$ cat src/rtl/core/pim_pkg.sv
// Shared types and codes for the priority inheritance mutex.
package pim_pkg;

    // Request kinds, carried on the input tuser bit
    localparam logic CMD_LOCK   = 1'b0;
    localparam logic CMD_UNLOCK = 1'b1;

    // Result status codes
    typedef enum logic [2:0] {
        ST_GRANTED  = 3'd0,
        ST_BLOCKED  = 3'd1,
        ST_RELEASED = 3'd2,
        ST_HANDOFF  = 3'd3,
        ST_FAULT    = 3'd4,
        ST_FULL     = 3'd5
    } t_status;

    // Fixed field widths
    localparam int TID_W  = 4;
    localparam int PRIO_W = 7;

    // Result transaction, first field in the highest bits
    typedef struct packed {
        logic              switch_request;
        logic [TID_W-1:0]  woken_task;
        logic              priority_changed;
        logic [PRIO_W-1:0] new_priority;
        logic [TID_W-1:0]  priority_task;
        logic              owner_valid;
        logic [TID_W-1:0]  owner_task;
        t_status           status;
    } t_result;

    localparam int RES_W = $bits(t_result);
    localparam int OUT_W = ((RES_W + 7) / 8) * 8;
    localparam int IN_W  = ((TID_W + PRIO_W + 7) / 8) * 8;

    // Waiter list entry
    typedef struct packed {
        logic [TID_W-1:0]  id;
        logic [PRIO_W-1:0] prio;
    } t_waiter;

endpackage

$ cat src/rtl/core/priority_inheritance_mutex.sv
// Priority inheritance mutex: request decode, waiter list and handoff sequencer.
//
//  Channel  Direction  Transaction contents
//  s        in         tuser: cmd; tdata: task_id, task_priority
//  m        out        tdata: status, owner_task, owner_valid, priority_task,
//                             new_priority, priority_changed, woken_task,
//                             switch_request
//
// A lock, a release or a fault passes from acceptance through the decide and emit states to the result register.
// An unlock that hands off first reads the N waiters one per
// cycle through the single read port of the waiter memory to find the most
// urgent one, then S = N - 1 - winner index entries are moved down one a cycle.
// Reset clears the mutex state and the waiter count; no clearing pass.
// The input is taken only while the sequencer is idle; a finished result holds
// in the sequencer until the output register is free.
module priority_inheritance_mutex
    import pim_pkg::*;
#(
    parameter int MAX_WAITERS = 8,
    parameter int MAX_TASKS   = 16
) (
    input  logic             i_clk,
    input  logic             i_rst_n,
    input  logic             i_s_tvalid,
    output logic             o_s_tready,
    input  logic [IN_W-1:0]  i_s_tdata,   // [3:0] task_id, [10:4] task_priority
    input  logic [0:0]       i_s_tuser,   // [0] cmd
    output logic             o_m_tvalid,
    input  logic             i_m_tready,
    output logic [OUT_W-1:0] o_m_tdata    // [2:0] status, [6:3] owner_task,
                                          // [7] owner_valid, [11:8] priority_task,
                                          // [18:12] new_priority, [19] priority_changed,
                                          // [23:20] woken_task, [24] switch_request
);

    localparam int AW = (MAX_WAITERS > 1) ? $clog2(MAX_WAITERS) : 1;
    localparam int CW = $clog2(MAX_WAITERS + 1);
    localparam logic [CW-1:0] CNT_MAX = CW'(MAX_WAITERS);
    localparam logic [8:0]    TASK_LIMIT = 9'(MAX_TASKS);

    typedef enum logic [2:0] {
        S_IDLE,
        S_DECIDE,
        S_SCAN,
        S_SHIFT,
        S_EMIT
    } t_state;

    t_state              r_state;
    logic                r_cmd;
    logic [TID_W-1:0]    r_tid;
    logic [PRIO_W-1:0]   r_prio;
    t_result             r_res;
    logic                r_held;
    logic [TID_W-1:0]    r_owner;
    logic [PRIO_W-1:0]   r_base;
    logic [PRIO_W-1:0]   r_eff;
    logic [CW-1:0]       r_count;
    logic [AW-1:0]       r_idx;
    logic [AW-1:0]       r_best_idx;
    logic [TID_W-1:0]    r_best_id;
    logic [PRIO_W-1:0]   r_best_prio;
    logic                r_m_valid;
    t_result             r_m_data;

    // Waiter memory: one write and one registered read port
    t_waiter             r_wait_mem [MAX_WAITERS];
    t_waiter             r_rd;
    logic                mem_we;
    logic [AW-1:0]       mem_wa;
    t_waiter             mem_wd;
    logic [AW-1:0]       mem_ra;

    logic                take;
    logic [AW-1:0]       n_best_idx;
    logic [TID_W-1:0]    n_best_id;
    logic [PRIO_W-1:0]   n_best_prio;
    logic                fin;
    logic                s_accept;
    logic                emit_ok;
    logic [CW:0]         idx_p1;
    logic [CW:0]         idx_p2;
    logic [CW:0]         best_p1;

    assign o_s_tready = (r_state == S_IDLE);
    assign s_accept   = i_s_tvalid && o_s_tready;
    assign emit_ok    = !r_m_valid || i_m_tready;
    assign o_m_tvalid = r_m_valid;
    assign o_m_tdata  = OUT_W'(r_m_data);

    assign idx_p1 = (CW + 1)'(r_idx) + (CW + 1)'(1);
    assign idx_p2 = (CW + 1)'(r_idx) + (CW + 1)'(2);

    // Compare unit for the scan: strictly greater wins, so the earliest tie stays
    assign take        = (r_idx == '0) || (r_rd.prio > r_best_prio);
    assign n_best_idx  = take ? r_idx   : r_best_idx;
    assign n_best_id   = take ? r_rd.id : r_best_id;
    assign n_best_prio = take ? r_rd.prio : r_best_prio;
    assign best_p1     = (CW + 1)'(n_best_idx) + (CW + 1)'(1);

    // Memory port control and end of handoff
    always_comb begin
        mem_we = 1'b0;
        mem_wa = r_count[AW-1:0];
        mem_wd = '{id: r_tid, prio: r_prio};
        mem_ra = '0;
        fin    = 1'b0;
        case (r_state)
            S_DECIDE: begin
                // append on a lock that blocks
                if (r_cmd == CMD_LOCK && r_held && r_count < CNT_MAX
                    && {5'd0, r_tid} < TASK_LIMIT) begin
                    mem_we = 1'b1;
                end
            end
            S_SCAN: begin
                if (idx_p1 < (CW + 1)'(r_count)) begin
                    mem_ra = idx_p1[AW-1:0];
                end else if (best_p1 < (CW + 1)'(r_count)) begin
                    mem_ra = best_p1[AW-1:0];
                end else begin
                    fin = 1'b1;
                end
            end
            S_SHIFT: begin
                mem_we = 1'b1;
                mem_wa = r_idx;
                mem_wd = r_rd;
                if (idx_p2 < (CW + 1)'(r_count)) begin
                    mem_ra = idx_p2[AW-1:0];
                end else begin
                    fin = 1'b1;
                end
            end
            default: begin
            end
        endcase
    end

    // Waiter memory
    always_ff @(posedge i_clk) begin
        if (mem_we) begin
            r_wait_mem[mem_wa] <= mem_wd;
        end
        r_rd <= r_wait_mem[mem_ra];
    end

    // Sequencer, mutex state and result register
    always_ff @(posedge i_clk) begin
        if (!i_rst_n) begin
            r_state   <= S_IDLE;
            r_held    <= 1'b0;
            r_owner   <= '0;
            r_base    <= '0;
            r_eff     <= '0;
            r_count   <= '0;
            r_m_valid <= 1'b0;
        end else begin
            if (i_m_tready) begin
                r_m_valid <= 1'b0;
            end
            case (r_state)
                S_IDLE: begin
                    if (s_accept) begin
                        r_cmd   <= i_s_tuser[0];
                        r_tid   <= i_s_tdata[TID_W-1:0];
                        r_prio  <= i_s_tdata[TID_W+PRIO_W-1:TID_W];
                        r_state <= S_DECIDE;
                    end
                end
                S_DECIDE: begin
                    r_res   <= '0;
                    r_state <= S_EMIT;
                    if ({5'd0, r_tid} >= TASK_LIMIT) begin
                        r_res.status <= ST_FAULT;
                    end else if (r_cmd == CMD_LOCK) begin
                        if (!r_held) begin
                            r_held       <= 1'b1;
                            r_owner      <= r_tid;
                            r_base       <= r_prio;
                            r_eff        <= r_prio;
                            r_res.status <= ST_GRANTED;
                        end else if (r_count >= CNT_MAX) begin
                            r_res.status <= ST_FULL;
                        end else begin
                            // queue the task and raise the owner if needed
                            r_count              <= r_count + CW'(1);
                            r_res.status         <= ST_BLOCKED;
                            r_res.switch_request <= 1'b1;
                            if (r_prio > r_eff) begin
                                r_eff                  <= r_prio;
                                r_res.priority_task    <= r_owner;
                                r_res.new_priority     <= r_prio;
                                r_res.priority_changed <= 1'b1;
                            end
                        end
                    end else if (!r_held || r_tid != r_owner) begin
                        r_res.status <= ST_FAULT;
                    end else begin
                        // owner unlock: restore base priority
                        if (r_eff != r_base) begin
                            r_res.priority_task    <= r_owner;
                            r_res.new_priority     <= r_base;
                            r_res.priority_changed <= 1'b1;
                        end
                        if (r_count == '0) begin
                            r_held       <= 1'b0;
                            r_owner      <= '0;
                            r_base       <= '0;
                            r_eff        <= '0;
                            r_res.status <= ST_RELEASED;
                        end else begin
                            r_idx   <= '0;
                            r_state <= S_SCAN;
                        end
                    end
                end
                S_SCAN: begin
                    r_best_idx  <= n_best_idx;
                    r_best_id   <= n_best_id;
                    r_best_prio <= n_best_prio;
                    if (idx_p1 < (CW + 1)'(r_count)) begin
                        r_idx <= idx_p1[AW-1:0];
                    end else if (!fin) begin
                        r_idx   <= n_best_idx;
                        r_state <= S_SHIFT;
                    end
                end
                S_SHIFT: begin
                    if (!fin) begin
                        r_idx <= idx_p1[AW-1:0];
                    end
                end
                S_EMIT: begin
                    if (emit_ok) begin
                        r_m_data             <= r_res;
                        r_m_data.owner_valid <= r_held;
                        r_m_data.owner_task  <= r_held ? r_owner : '0;
                        r_m_valid            <= 1'b1;
                        r_state              <= S_IDLE;
                    end
                end
                default: begin
                    r_state <= S_IDLE;
                end
            endcase
            // handoff to the winning waiter
            if (fin) begin
                r_count              <= r_count - CW'(1);
                r_owner              <= (r_state == S_SCAN) ? n_best_id : r_best_id;
                r_base               <= (r_state == S_SCAN) ? n_best_prio : r_best_prio;
                r_eff                <= (r_state == S_SCAN) ? n_best_prio : r_best_prio;
                r_res.status         <= ST_HANDOFF;
                r_res.woken_task     <= (r_state == S_SCAN) ? n_best_id : r_best_id;
                r_res.switch_request <= 1'b1;
                r_state              <= S_EMIT;
            end
        end
    end

    // Waiter count stays within the list
    a_count_bound: assert property (@(posedge i_clk) disable iff (!i_rst_n)
        r_count <= CNT_MAX)
        else $error("waiter count beyond list size");

    // A free mutex has no waiters
    a_free_empty: assert property (@(posedge i_clk) disable iff (!i_rst_n)
        !r_held |-> (r_count == '0))
        else $error("waiters on a free mutex");

    // Inheritance only raises the owner's priority
    a_eff_ge_base: assert property (@(posedge i_clk) disable iff (!i_rst_n)
        r_eff >= r_base)
        else $error("effective priority below base");

    // An accepted transaction goes straight to decode
    a_accept_decode: assert property (@(posedge i_clk) disable iff (!i_rst_n)
        s_accept |=> (r_state == S_DECIDE))
        else $error("accepted transaction not decoded");

endmodule
$ cat config.mk
export PLATFORM = sky130hd
export DESIGN_NAME = priority_inheritance_mutex
export DESIGN_NICKNAME = d
export VERILOG_FILES = /design/src/rtl/core/pim_pkg.sv /design/src/rtl/core/priority_inheritance_mutex.sv
export SDC_FILE = /design/constraint.sdc
export NUM_CORES = 1
export LEC_CHECK = 0
export BUFFER_PORTS_ARGS = -buffer_cell sky130_fd_sc_hd__buf_2
export CAP_MARGIN = 20
export CORE_MARGIN = 5
export CORE_UTILIZATION = 30
export CTS_BUF_LIST = sky130_fd_sc_hd__clkbuf_8
export DETAILED_ROUTE_END_ITERATION = 16
export PLACE_DENSITY = 0.54
export SYNTH_ARGS = -nofsm -noshare
export SYNTH_HDL_FRONTEND = slang
export SYNTH_SLANG_ARGS = --single-unit
$ cat constraint.sdc
create_clock -name i_clk -period 6.35 [get_ports i_clk]
set_clock_uncertainty 0.2 [all_clocks]
set_input_delay 0.3175 -clock i_clk [delete_from_list [all_inputs] [get_ports i_clk]]
set_output_delay 0.3175 -clock i_clk [all_outputs]
set_load 0.02 [all_outputs]
==> results.txt <==
- Number of buffers inserted during clock tree synthesis: 17
- The average instance in the mapped netlist occupies 12.6 um2.
* Final WL: 20.3 mm
- The most used flip-flop cell after synthesis is edfxtp_1.
- Leakage power: 3.62 nW
- DRC: 0
- Synthesis-to-layout area growth: 14.1%
- Int Power: 1.96 mW
* # rows: 63
* Number of distinct library cells after synthesis: 62
- Worst slew margin relative to its limit: 31.9%
- Maximum number of pins on one net before global-route repair: 53
* Final worst path period share: 89.0%
- Once layout is done, the placed cells without fillers occupy 0.0103 mm2.
* Number of failing hold endpoints at the final stage: 0
- The count of nets left with antenna violations once routing finished came out at 0.
- For this configuration, the core starts out at a cell density of 30.4%.
- Final critical path time including I/O delays and setup: 5.65 ns
- Cell area power density: 243 mW/mm2
- Number of levels the H-tree was split into: 4
* Startpoint class of the critical path: flop
- Highest-count cells in the layout ignoring fill and taps: 162 x edfxtp_1, 68 x nand2_1, 45 x nor2_1
- Sequential Power Share: 58.0%
- Data arrival time of the critical path: 5.78 ns
- The clock passes through at most 2 buffers.
- Sequential cells were found to cover 62.5% of the synthesized design area.
* Sw Ratio: 21.6%
* Number of synthesized flops with an enable pin: 162
* Most frequent standard cell in the layout excluding fill and tap cells: edfxtp_1
- Across all layers, the routed design uses 5,737 vias.
* Clk pwr share: 37.8%
- Post-CTS clock slew at the launch and capture registers of the worst setup and hold paths: 0.10 ns
* Nets: 823
* Latest clock arrival within the worst-skew pair: 0.47 ns
* Share of layout cells above drive strength 1: 14.8%
- Worst Path Max Fanout: 25
- Core Area: 0.0296 mm2
* Die Footprint: 0.0336 mm2
- Count of mapped cells out of synthesis: 713
- IO Port Bufs: 42
- Root buffer selected by CTS: clkbuf_8
* Global placement routability congestion: 0.784
- Global routing used 12.1% of the available tracks.
- Sorting the synthesized cells by area gives the leading types as edfxtp_1 54%, dfxtp_1 8.4%, ha_1 4.0%, nand2_1 2.8%, a21boi_0 2.6%.
- Worst Setup End Kind: flop
- The first global-routing pass estimated 31.8 mm of wire.
- Across the run, the number of max-cap violations was 0.
* CTS Sinks: 200
- Proportion of register bits with asynchronous set or reset after synthesis: 0%
* Reported net switching power: 539 uW
- The number of antenna diodes in the final layout is 0.
* Avg Vias per Cell: 4.88
- In this run, synthesis produced a sequential element count of 200.
* TritonCTS clock tree: done
* Maximum vdd ir drop: 122 uV
- Post-route total power: 2.50 mW
- The share of total power dissipated in combinational logic is 4.3%.
* Post-synth design cell area: 0.00900 mm2
- The via count of the first global-routing pass was 5,474.
- Share of the synthesized area in the top cell type: 54.0%
- For this design the top-level I/O count stands at 55.
* Average routed wire per standard cell: 17.3 um
- At the worst endpoint, the required time is 6.48 ns.
- The first TritonRoute pass finished after 5 iterations.
- The number of slew-limit violations in the final report came to 0.
* Placement-stage cell area: 0.00967 mm2
- Setup repair after global routing left no endpoint under its margin.
* Worst setup path class: reg2reg
- The worst hold path belongs to the class in2reg.
- Setup violations remaining at the end of the flow were counted as 0.
* First DRT Iteration DRCs: 417
- For the pin with the worst max-slew slack, the measured transition is 1.01 ns.
* Sum Neg Setup Slack: 0 ns
* Outcome: finished clean
- Measured along the x axis, the die boundary spans 183 um.
* HPWL after DPL: 13.9 mm
* Max Clk Rate: 177 MHz
- edfxtp_1 takes more of the synthesized area than any other cell.
- The die is 183 um tall.
* Total number of yosys warnings: 0
- Antenna violations before repair: 0
- Global routing finished with a remaining overflow of 0.
[cells by family after synthesis]
logic type	after synthesis	synth area share [%]
AOI/OAI and AO/OA	186	16.0
xor gates and xnor gates	14	1.36
DFF	200	62.5
other	1	0.0416
muxes	23	2.75
adders and majority gates	30	4.25
and+or+nand+nor	185	9.46
buffers and inverters	74	3.67
[state kept, by name (all words and copies together), names as in the netlist, 4 cells and up]
register / cells
r_wait_mem: 88
r_res: 20
r_eff: 7
r_best_prio: 7
o_m_tdata: 25
r_prio: 7
r_best_id: 4
r_count: 4
r_base: 7
r_tid: 4
r_owner: 4
r_rd: 11
[power groups by stage]
stage                     sequential, mW  clock [mW]  combinational [mW]
after floorplan                     1.47           0              0.0715
after global placement              1.48           0              0.0990
after detailed placement            1.48           0               0.101
after CTS                           1.45       0.963               0.108
after global routing                1.45        1.02               0.120
final                               1.45       0.942               0.107
[worst paths after layout]
check             slack (ns)             to      start  depth (start not counted)
hold / removal          0.15      r_base[2]    i_rst_n                          3
setup / recovery        0.70     r_count[3]   r_idx[1]                         23
setup reg to reg        0.70     r_count[3]   r_idx[1]                         23
hold reg to reg         0.22  o_m_tdata[22]  r_res[22]                          0
[final cells by class]
cell class	count	area (um2)
Fill cell	2933	19400
Sequential cell	200	5630
Multi-Input combinational cell	445	3080
Tap cell	390	488
Timing Repair Buffer	73	485
Clock buffer	18	248
Clock inverter	14	219
Inverter	35	131
[cells in the mapped netlist (2+ instances only)]
library cell and n:
nand2b_1 4, buf_2 15, or2_2 3, nand3_1 5, nand4_1 2, o21bai_1 3, mux2i_1 11, nor2_1 46
xor2_1 8, xnor2_1 6, o21a_1 6, a22o_1 7, nand3b_1 2, and2_1 14, nor2b_1 11, a22oi_1 5
a21o_1 4, inv_1 34, a21oi_1 22, a311o_1 20, a31oi_1 10, nor4_1 3, o22ai_1 10, ha_1 29
o21ai_0 12, a211oi_1 19, mux2_2 11, a21boi_0 31, nor3_1 19, o211ai_1 3, a221oi_1 4, dfxtp_1 38
a311oi_1 15, edfxtp_1 162, nand2_1 68, clkbuf_1 15, or3_1 2, nor3b_1 2, buf_4 9
[worst max-delay path: stages, from the launching register on]
cell      delay, ns
edfxtp_1       0.52
inv_1          0.22
ha_1           0.22
nor2b_1        0.19
nor2_1         0.09
a31oi_4        0.35
mux2i_2        0.46
inv_1          0.11
ha_1           0.22
o21a_1         0.12
or2_2          0.30
ha_1           0.18
nand2_1        0.11
and3_1         0.19
nand2_1        0.06
mux2i_1        0.30
o32a_4         0.42
inv_2          0.21
ha_1           0.32
a21o_1         0.18
a21oi_1        0.24
o21ai_0        0.11
a21oi_1        0.13
a311oi_1       0.06
[routing by layer]
| metal | share of wire [%] | vias up | track usage, % | wire (um) |
|---|---|---|---|---|
| li1 | - | 2803 | - | - |
| met1 | 47 | 2800 | 16.8 | 9540 |
| met2 | 47 | 118 | 19.7 | 9640 |
| met3 | 4.8 | 16 | 2.74 | 983 |
| met4 | 0.82 | 0 | 2.35 | 167 |
| met5 | 0 | - | 0 | 0 |
[timing repair]
action,CTS,global route
hold endpoints to repair,14,0
buffers inserted,0,0
hold buffers,14,0
resized for setup,0,0
[stage by stage]
stage | std cells | hold WS (ns) | worst slack (ns) | util [%]
finish | 1175 | 0.152 | 0.699 | 34.7
global route | 1175 | 0.142 | 0.239 | 34.7
CTS | 1175 | 0.139 | 0.669 | 34.7
detailed placement | 1129 | 0.205 | 0.688 | 32.6
global placement | 1128 | 0.202 | 0.801 | 32.6
floorplan | 719 | 0.200 | 1.51 | -
No activity file was read; power rests on OpenSTA's default activity.
